<file path="src/sv/cfp_pkg.sv">
package cfp_pkg;

	localparam logic [7:0] BYTE_START = 8'hFF;
	localparam logic [7:0] BYTE_END   = 8'hFE;
	localparam logic [7:0] MODE_LOW   = 8'hF9;

	typedef enum logic [2:0] {
		PH_START   = 3'd0,
		PH_MODE    = 3'd1,
		PH_LENGTH  = 3'd2,
		PH_PAYLOAD = 3'd3,
		PH_END     = 3'd4
	} phase_t;

	typedef enum logic [1:0] {
		KIND_PAYLOAD  = 2'd0,
		KIND_COMPLETE = 2'd1,
		KIND_ERROR    = 2'd2
	} kind_t;

	typedef struct packed {
		kind_t      kind;
		logic [7:0] payload_byte;
		logic [7:0] payload_index;
		logic [7:0] frame_mode;
		logic [7:0] frame_length;
	} result_t;

	typedef struct packed {
		logic    valid;
		result_t data;
	} result_flow_t;

endpackage

</file>
<file path="src/sv/command_frame_parser_unit.sv">
// Channel  Dir  Handshake          Content
// s_       in   s_tvalid/s_tready  tdata: rx_byte; tlast: last_byte
// m_       out  m_tvalid/m_tready  tdata: payload_byte, payload_index, frame_mode,
//                                  frame_length; tuser: kind
//
// One byte is accepted per cycle while s_tready is high; its result, if any, is
// registered. The parser state machine decides each byte; an output register and
// a one-entry skid register separate it from the output channel.
// Reset is asynchronous and returns the parser to hunting for a start byte.
// s_tready is low only while the skid register is full, so while the output
// stalls the skid register takes one more transaction before the input stalls.
module command_frame_parser_unit (
	input  logic        clk,
	input  logic        arst_n,
	input  logic        s_tvalid,
	output logic        s_tready,
	input  logic [7:0]  s_tdata,  // [7:0] rx_byte
	input  logic        s_tlast,  // last_byte
	output logic        m_tvalid,
	input  logic        m_tready,
	output logic [31:0] m_tdata,  // [7:0] payload_byte, [15:8] payload_index,
	                              // [23:16] frame_mode, [31:24] frame_length
	output logic [1:0]  m_tuser   // [1:0] kind
);
	import cfp_pkg::*;

	result_flow_t res;
	result_t      out_q, skid_q;
	logic         out_valid_q, skid_valid_q;
	logic         accept, load_out;

	assign s_tready = !skid_valid_q;
	assign accept   = s_tvalid && s_tready;
	assign load_out = !out_valid_q || m_tready;

	cfp_parser u_parser (
		.clk       (clk),
		.arst_n    (arst_n),
		.accept    (accept),
		.rx_byte   (s_tdata),
		.last_byte (s_tlast),
		.res       (res)
	);

	always_ff @(posedge clk or negedge arst_n) begin
		if (!arst_n) begin
			out_valid_q  <= 1'b0;
			skid_valid_q <= 1'b0;
		end else if (load_out) begin
			out_valid_q  <= skid_valid_q || res.valid;
			skid_valid_q <= 1'b0;
		end else if (res.valid) begin
			skid_valid_q <= 1'b1;
		end
	end

	always_ff @(posedge clk) begin
		if (load_out) begin
			out_q <= skid_valid_q ? skid_q : res.data;
		end else if (res.valid) begin
			skid_q <= res.data;
		end
	end

	assign m_tvalid = out_valid_q;
	assign m_tuser  = out_q.kind;
	assign m_tdata  = {out_q.frame_length, out_q.frame_mode,
	                   out_q.payload_index, out_q.payload_byte};

	a_skid_needs_out: assert property (@(posedge clk) disable iff (!arst_n)
		skid_valid_q |-> out_valid_q)
		else $error("Skid register holds a transaction while the output is empty.");

	a_skid_holds: assert property (@(posedge clk) disable iff (!arst_n)
		skid_valid_q && !m_tready |=> skid_valid_q && $stable(skid_q))
		else $error("Skid register lost a transaction during a stall.");

endmodule

</file>
<file path="src/sv/cfp_parser.sv">
module cfp_parser (
	input  logic                 clk,
	input  logic                 arst_n,
	input  logic                 accept,
	input  logic [7:0]           rx_byte,
	input  logic                 last_byte,
	output cfp_pkg::result_flow_t res
);
	import cfp_pkg::*;

	phase_t     phase_q, phase_d;
	logic [7:0] held_mode_q, held_mode_d;
	logic [7:0] held_length_q, held_length_d;
	logic [7:0] byte_count_q, byte_count_d;
	logic [7:0] count_inc;

	assign count_inc = byte_count_q + 8'd1;

	always_comb begin
		phase_d       = phase_q;
		held_mode_d   = held_mode_q;
		held_length_d = held_length_q;
		byte_count_d  = byte_count_q;
		unique case (phase_q)
			PH_MODE: begin
				if (rx_byte >= MODE_LOW) begin
					held_mode_d = rx_byte;
					phase_d     = PH_LENGTH;
				end else begin
					phase_d = PH_START;
				end
			end
			PH_LENGTH: begin
				held_length_d = rx_byte;
				byte_count_d  = 8'd0;
				phase_d       = (rx_byte == 8'd0) ? PH_END : PH_PAYLOAD;
			end
			PH_PAYLOAD: begin
				byte_count_d = count_inc;
				if (count_inc == held_length_q) begin
					phase_d = PH_END;
				end
			end
			PH_END: begin
				phase_d = PH_START;
			end
			default: begin
				phase_d = (rx_byte == BYTE_START) ? PH_MODE : PH_START;
			end
		endcase
		if (last_byte) begin
			phase_d       = PH_START;
			held_mode_d   = 8'd0;
			held_length_d = 8'd0;
			byte_count_d  = 8'd0;
		end
	end

	always_comb begin
		res = '0;
		res.data.kind = KIND_ERROR;
		unique case (phase_q)
			PH_MODE: begin
				res.valid = accept && (rx_byte < MODE_LOW);
			end
			PH_LENGTH: begin
				res.valid = 1'b0;
			end
			PH_PAYLOAD: begin
				res.valid              = accept;
				res.data.kind          = KIND_PAYLOAD;
				res.data.payload_byte  = rx_byte;
				res.data.payload_index = byte_count_q;
			end
			PH_END: begin
				res.valid = accept;
				if (rx_byte == BYTE_END) begin
					res.data.kind         = KIND_COMPLETE;
					res.data.frame_mode   = held_mode_q;
					res.data.frame_length = held_length_q;
				end
			end
			default: begin
				res.valid = accept && (rx_byte != BYTE_START);
			end
		endcase
	end

	always_ff @(posedge clk or negedge arst_n) begin
		if (!arst_n) begin
			phase_q       <= PH_START;
			held_mode_q   <= 8'd0;
			held_length_q <= 8'd0;
			byte_count_q  <= 8'd0;
		end else if (accept) begin
			phase_q       <= phase_d;
			held_mode_q   <= held_mode_d;
			held_length_q <= held_length_d;
			byte_count_q  <= byte_count_d;
		end
	end

	a_last_clears: assert property (@(posedge clk) disable iff (!arst_n)
		accept && last_byte |=> phase_q == PH_START && byte_count_q == 8'd0)
		else $error("Parser state not cleared after a last byte.");

	a_count_bound: assert property (@(posedge clk) disable iff (!arst_n)
		phase_q == PH_PAYLOAD |-> byte_count_q < held_length_q)
		else $error("Payload count has reached the frame length.");

endmodule

</file>
<file path="config.mk">
export PLATFORM = sky130hd
export DESIGN_NAME = command_frame_parser_unit
export DESIGN_NICKNAME = d
export VERILOG_FILES = /design/src/sv/cfp_pkg.sv /design/src/sv/command_frame_parser_unit.sv /design/src/sv/cfp_parser.sv
export SDC_FILE = /design/constraint.sdc
export NUM_CORES = 1
export LEC_CHECK = 0
export ABC_CLOCK_PERIOD_IN_PS = 3400
export BUFFER_PORTS_ARGS = -buffer_cell sky130_fd_sc_hd__buf_2
export CORE_MARGIN = 5
export CORE_UTILIZATION = 45
export CTS_CLUSTER_DIAMETER = 30
export DETAILED_ROUTE_END_ITERATION = 6
export PLACE_DENSITY = 0.76
export REMOVE_ABC_BUFFERS = 1
export SLEW_MARGIN = 15
export SYNTH_ARGS = -nofsm -noshare
export SYNTH_HDL_FRONTEND = slang
export SYNTH_SLANG_ARGS = --single-unit
</file>
<file path="constraint.sdc">
create_clock -name clk -period 3.4 [get_ports clk]
set_input_delay 1.02 -clock clk [delete_from_list [all_inputs] [get_ports clk]]
set_output_delay 1.02 -clock clk [all_outputs]
set_load 0.005 [all_outputs]
</file>
==> results.md, run 1 <==
* Final core occ at 0.5260
* CTS Sinks at 97
* # H-tree levels at 3
* Final Wtd Congestion at 0.8924
* CP Launch Type: input pin
* Io pins at 49
* Vias per cell at 5.431
* HP Class: register to register
* Routed Antenna Nets at 0
* Postcts setup bufs at 0
* Distinct cell type count after synthesis at 49
* Die height at 108.4 µm
* CP top delay family: simple AND/OR/NAND/NOR gates
* Yosys warns at 0
* Die W at 108.4 µm
* Crit path capture: skid_q[16]$_DFFE_PP_
* Row cnt at 35
* Number of global-route vias before repair at 2743
* Pre-antenna DRT Iters at 4
* Min Tclk post-route at 2.537 ns
* Cell mode on critical path: nor3_1
* Core area at 0.009328 mm²
* Critical-path cell list: buf_2 -> nor3_1 -> nor3_1 -> nand3b_1 -> a31oi_1 -> nand2_1 -> nor2_2 -> buf_4
* Outcome: finished, final reports clean
* Setup violators final at 0
* Buf+Inv Stages, Crit Path at 2
* Reg2Reg Setup Slack at 1.22 ns
* Worst setup EP type: register
* R2R depth at 5
* Stages on worst setup path at 8
* Synthesized area per cell at 13.03 µm²
* WL/cell at 16.82 µm
* Post-Synthesis Cells at 334
* CTS buffer count at 9
* Vias at 2808
* Post-Syn Area at 0.004353 mm²
* Total routed wirelength at 8695 µm
* # hold bufs at CTS at 0
* Req. time, crit path at 3.43 ns
* Least-Margin Pin Slew at 0.8146 ns
* Root Buffer: clkbuf_8
* Nets at 397
* Cts repair resizes at 0
* Clock latency at the later pin of the worst-skew pair at 0.37 ns
* CTS tree: built
* Clock-pin slew on the worst setup and hold paths at 0.10 ns
* First-pass GRT wire length at 14030 µm
* DP Wirelength at 5849 µm
* RSZ-0062 raised after global routing: false
* Worst hold margin at 0.4810 ns
* Fillers at 805
* Final Hold Violating Endpoints at 0
* Critical path class: input pin to register
* Wl on met1 at 3874 µm
* PD cells at 488.3 mW/mm²
* Met3 WL post-DR at 573 µm
* Max Freq at 394.1 MHz
* Uppermost layer routed: met4
* Number of synthesized flops with an enable pin at 68
* Initial antenna violation count at 0
* GRT Overall Usage at 0.1553
* Slew headroom at 0.4512
* Met2 Wirelength at 4116 µm
* Crit-path max cell delay at 0.37 ns
* DP Area at 0.004727 mm²
* Final period utilization at 0.7462
* Max-Cap Viols at 0
* Detailed-route DRC error count at 0
* Total Neg Setup Slack at 0 ns
* Crit path from: s_tdata[2]
* Worst reg2reg startpoint: u_parser.phase_q[0]$_DFFE_PN0P_
* Starting density of the core at 0.4667
* Top FF cell, synth: edfxtp_1
* WP data arrival at 2.56 ns
* DR iter-0 viols at 267
* Max-slew violations at 0
* CTS max path bufs at 2
* Leakage at 2.065 nW
* Cell area after layout at 0.004906 mm²
* Die ar. at 0.01174 mm²
* Crit Path Max Fanout at 28
* GR Overflow Total at 0
* Max IR drop VDD at 0.2495 mV
* Diode count at 0
* Post-synth ARST share at 0.2990
* Worst Clk Skew at 0.01572 ns
* I/O Buffers at 48
* Register area share after synthesis at 0.6358
* Share of layout cells above drive strength 1 at 0.3067
* Post-synthesis register bit count at 97
* Pin count of the biggest net entering global routing at 37
* Area delta synth->final at 12.70%
* R2r endpoint: skid_q[16]$_DFFE_PP_
* CP max stage cell: buf_4
## synthesized netlist by cell type, types with 3 or more instances
master    instances  share of area
edfxtp_1         68           0.47
mux2_2           33          0.085
dfrtp_1          29           0.17
nand2_1          26          0.022
o21ai_0          21          0.024
and2_1           17          0.024
and3_1           17          0.024
nor2_1           17          0.015
nand2b_1         13          0.019
clkbuf_1         11         0.0095
a21o_1            6          0.010
nand3_1           6         0.0069
nor3_1            5         0.0057
o31ai_1           5         0.0086
a31oi_1           4         0.0057
xnor2_1           4         0.0080
xor2_1            4         0.0080
and3_2            3         0.0052
nor2b_1           3         0.0043
## how the worst min path moves through the flow
stage | to | start | slack (ns) | cells after the start
after floorplan | u_parser.held_mode_q[3]$_DFFE_PN0P_ | u_parser.held_mode_q[3]$_DFFE_PN0P_ | 0.44 | 1
after global placement | u_parser.held_mode_q[6]$_DFFE_PN0P_ | u_parser.held_mode_q[6]$_DFFE_PN0P_ | 0.45 | 1
after detailed placement | u_parser.held_mode_q[5]$_DFFE_PN0P_ | u_parser.held_mode_q[5]$_DFFE_PN0P_ | 0.46 | 1
after CTS | u_parser.held_mode_q[6]$_DFFE_PN0P_ | u_parser.held_mode_q[6]$_DFFE_PN0P_ | 0.48 | 1
after global routing | u_parser.held_mode_q[6]$_DFFE_PN0P_ | u_parser.held_mode_q[6]$_DFFE_PN0P_ | 0.50 | 1
final | u_parser.held_mode_q[5]$_DFFE_PN0P_ | u_parser.held_mode_q[5]$_DFFE_PN0P_ | 0.48 | 1
## flip-flops by register name (all words and copies together) (netlist names)
signal and flops:
skid_q 34, m_tdata 32, u_parser.byte_count_q 8, u_parser.held_length_q 8, u_parser.held_mode_q 8, u_parser.phase_q 3, m_tuser 2, m_tvalid 1
skid_valid_q 1
## power breakdown
part / internal [W] / leakage, nW / switching, W / total [W]
Clock: 0.000275 / 0.0810 / 0.000417 / 0.000692
Sequential: 0.00138 / 1.05 / 0.0000616 / 0.00144
Combinational: 0.000121 / 0.931 / 0.000146 / 0.000266
## stage by stage
| stage | power, W | instances | setup slack (ns) |
|---|---|---|---|
| 2_1_floorplan | 0.001602 | 316 | -0.4933 |
| 3_3_place_gp | 0.001725 | 501 | 0.5976 |
| 3_5_place_dp | 0.001734 | 501 | 0.5106 |
| 4_1_cts | 0.002415 | 517 | 0.8675 |
| 5_1_grt | 0.002508 | 517 | 0.7628 |
| 6_report | 0.002396 | 517 | 0.8629 |
## cells in the final DEF, fill, tap and decap left out, drive strengths merged, types with 3 or more instances in the layout
cell / instances
edfxtp: 68
buf: 56
mux2: 35
dfrtp: 29
nand2: 26
o21ai: 23
and3: 20
and2: 17
nor2: 17
nand2b: 13
clkbuf: 10
nand3: 8
a21o: 6
nor3: 5
o31ai: 5
inv: 5
a31oi: 4
xnor2: 4
xor2: 4
nor2b: 3
clkinvlp: 3
a21oi: 3
## area by class of cell
class,count,area [µm²],area share
flip-flops and latches,97,2768,0.5641
inverters,3,11.26,0.002295
clock inverters,6,51.30,0.01046
multi-input cells,216,1486,0.3030
repair buffers,56,300.3,0.06121
clock buffers,10,127.6,0.02601
well taps,129,161.4,0.03290
## cells by family (layout without fill, tap and decap cells)
group                    count (synthesis)  in the layout  share of synthesized area
multiplexers                            35             35                    0.09227
XOR/XNOR                                 8              8                    0.01609
buffers and inverters                   21             75                    0.02529
adder cells (fa/ha/maj)                  1              1                   0.002874
AO/OA/AOI/OAI                           52             52                    0.07732
flip-flops                              97             97                     0.6358
AND/OR/NAND/NOR                        120            120                     0.1503
## per-layer routing
layer | GRT usage | vias to the layer above
met1 | 0.2143 | 1398
met4 | 0.06763 | 0
met5 | 0 | -
met2 | 0.2367 | 77
li1 | - | 1323
met3 | 0.03403 | 10
Power figures use the tool's default switching activity.
==> inputs of run 2 (changes only) <==
--- a/config.mk
+++ b/config.mk
@@ -5,7 +5,8 @@
 export SDC_FILE = /design/constraint.sdc
 export NUM_CORES = 1
 export LEC_CHECK = 0
-export ABC_CLOCK_PERIOD_IN_PS = 3400
+export ABC_AREA = 1
+export ABC_CLOCK_PERIOD_IN_PS = 2500
 export BUFFER_PORTS_ARGS = -buffer_cell sky130_fd_sc_hd__buf_2
 export CORE_MARGIN = 5
 export CORE_UTILIZATION = 45
==> constraint.sdc (replaced) <==
create_clock -name clk -period 2.5 [get_ports clk]
set_input_delay 0.75 -clock clk [delete_from_list [all_inputs] [get_ports clk]]
set_output_delay 0.75 -clock clk [all_outputs]
set_load 0.005 [all_outputs]
==> run 2 against run 1 <==
  * Core utilization is 0.64 points higher
  * Via count is 14% higher
  * Sequential power is 32% higher
  * Clock skew is 0.0082 ns lower
  * First-iteration DRC count is 2.6% higher
  * Wire length is 3.2% higher
  * Flip-flop and latch count stayed put
  * Critical endpoint is now skid_q[29]$_DFFE_PP_
  * Largest power group unchanged
==> results.md, run 2 <==
* Outcome: finished, final reports clean
* Final Wtd Congestion at 0.9546
* Final Total Pwr at 0.003245 W
* PD cells at 656.6 mW/mm²
* Clock-pin slew on the worst setup and hold paths at 0.09 ns
* Multi-input logic area at 0.001296 mm²
* First-pass GRT wire length at 15400 µm
* Area contributors post-synth: edfxtp_1, dfrtp_1, nand2_1
* Critical path class: register to register
* RSZ-0062 raised after global routing: false
* Die ar. at 0.01163 mm²
* Max Freq at 459.7 MHz
* Pin count of the biggest net entering global routing at 37
* Post-Synthesis Cells at 451
* Number of global-route vias before repair at 3257
* Pre-CTS setup slack at -0.02263 ns
* Pre-antenna DRT Iters at 5
* Row cnt at 35
* Worst Clk Skew at 0.007563 ns
* Commonest cells in the netlist: nand2_1, edfxtp_1, inv_1, nor2_1, nand3_1
* Net switching power at 0.0008088 W
* Least-Margin Pin Slew at 0.6767 ns
* Fillers at 872
* Most frequent cells in the layout: nand2_1, edfxtp_1, buf_2
* CTS max path bufs at 2
* CP max stage cell: nor2_2
* Crit path from: u_parser.phase_q[1]$_DFFE_PN0P_
* CTS buffer count at 9
* Core area at 0.009284 mm²
* Max FFs per register at 34
* Synthesized area per cell at 9.555 µm²
* I/O Buffers at 48
* Setup violators final at 0
* Die W at 107.9 µm
* Top FF cell, synth: edfxtp_1
* Top reg by flops: skid_q
* Max-Cap Viols at 0
* Final Hold Violating Endpoints at 0
* Final core occ at 0.5323
* Most common cell in the netlist: nand2_1
* DR iter-0 viols at 274
* WP data arrival at 2.24 ns
* Net switching fraction of the power at 0.2492
* Slew headroom at 0.5488
* Max IR drop VDD at 0.3079 mV
* Worst reg2reg startpoint: u_parser.phase_q[1]$_DFFE_PN0P_
* Top cell type's share of synthesized area at 0.4739
* Clock latency at the later pin of the worst-skew pair at 0.36 ns
* Internal at 0.002436 W
* Crit-path max cell delay at 0.49 ns
* DP Wirelength at 6323 µm
* Post-synth ARST share at 0.2990
* Vias per cell at 4.981
* Post-synthesis register bit count at 97
* Area delta synth->final at 14.69%
* Number of synthesized flops with an enable pin at 68
* # hold bufs at CTS at 0
* Postcts setup bufs at 0
* Commonest non-fill, non-tap cell in the layout: nand2_1
* WL/cell at 13.96 µm
* DP Area at 0.004748 mm²
* Min Tclk post-route at 2.175 ns
* Clock power share at 0.308
* GRT Overall Usage at 0.1690
* Cts repair resizes at 0
* Starting density of the core at 0.4642
* Setup ws final at 0.3247 ns
* Register area at 0.002768 mm²
* Initial antenna violation count at 0
* CTS Sinks at 97
* Diode count at 0
* Register area share after synthesis at 0.6423
* Vias at 3203
* Final period utilization at 0.8701
* Cell area after layout at 0.004942 mm²
* Io pins at 49
* Total routed wirelength at 8976 µm
* GR Overflow Total at 0
* Critical-path cell list: nor3_2 -> inv_2 -> nand3_1 -> nand2_1 -> nor2_1 -> o21ai_1 -> nor2_2 -> buf_12
* Distinct cell type count after synthesis at 30
* Max-slew violations at 0
* Post-Syn Area at 0.004309 mm²
* Share of layout cells above drive strength 1 at 0.1829
* Req. time, crit path at 2.57 ns
* Crit Path Max Fanout at 25
* Root Buffer: clkbuf_8
* HP Class: input pin to asynchronous set/reset pin
* # H-tree levels at 3
* Die height at 107.9 µm
* Routed Antenna Nets at 0
* Detailed-route DRC error count at 0
* Sequential power share at 0.584
* Worst setup EP type: register
* Leakage at 2.200 nW
* Most area-hungry cell type in the Yosys netlist: edfxtp_1
* Yosys warns at 0
* CTS tree: built
* CP Launch Type: register
* Nets at 523
* Comb power frac at 0.108
[run 2: cell types whose count changed in the layout (fill, tap and decap cells not counted), moves of 5 or more]
cell | previous run | this run
and2_1 | 17 | 0
inv_1 | 2 | 46
and3_1 | 17 | 0
nand3_1 | 6 | 33
a21o_1 | 6 | 0
mux2_2 | 33 | 0
o31ai_1 | 5 | 0
nand2_1 | 26 | 159
nor2_1 | 16 | 45
nand2b_1 | 12 | 0
[run 2: worst paths after layout]
path | slack, ns | to | depth (start not counted)
setup / recovery | 0.32 | skid_q[29]$_DFFE_PP_ | 8
hold / removal | 0.42 | skid_valid_q$_DFFE_PN0P_ | 1
setup reg to reg | 0.32 | skid_q[29]$_DFFE_PP_ | 8
hold reg to reg | 0.52 | m_tdata[20]$_DFFE_PN_ | 2
max in group asynchronous | 1.64 | u_parser.byte_count_q[1]$_DFFE_PN0P_ | 1
min in group clk | 0.52 | m_tdata[20]$_DFFE_PN_ | 2
[run 2: logic make-up after synthesis]
group | synth area share
buf+inv | 0.05749
fa+ha+maj | 0.002903
compound gates | 0.04617
simple gates | 0.2512
flops | 0.6423
[run 2: metal layers]
layer  up-vias  global-route usage  wire, µm
met3        19             0.04919       651
met4         0             0.05500       161
met1      1488              0.2329      4045
met5         -                   0         0
li1       1576                   -         -
met2       120              0.2571      4117
[run 2: power by group through the flow]
stage | registers (W) | logic [W] | clock network (W)
2_1_floorplan | 0.00195 | 0.000162 | 0
3_3_place_gp | 0.00193 | 0.000343 | 0
3_5_place_dp | 0.00193 | 0.000353 | 0
4_1_cts | 0.00190 | 0.000355 | 0.00103
5_1_grt | 0.00191 | 0.000398 | 0.00111
6_report | 0.00190 | 0.000351 | 0.000999
[run 2: final cells by class]
cell class / count / share of cell area
multi-input combinational: 292 / 0.2623
tap: 129 / 0.03266
inverter: 50 / 0.03797
clock inverter: 7 / 0.01418
sequential: 97 / 0.5600
timing repair buffer: 59 / 0.06785
clock buffer: 9 / 0.02506
[run 2: through the flow]
step,cells,setup TNS [ns],hold WS (ns)
floorplan,439,-37.56,0.4544
global placement,627,0,0.5005
detailed placement,627,-0.5503,0.5049
CTS,643,0,0.4274
global route,643,0,0.4490
finish,643,0,0.4161
[run 2: worst max-delay path: cells and delay by family, from the launching register on]
family | cells | cell delay, ns
and+or+nand+nor | 5 | 1.00
DFF | 1 | 0.46
buffers and inverters | 2 | 0.33
AOI/OAI and AO/OA | 1 | 0.09
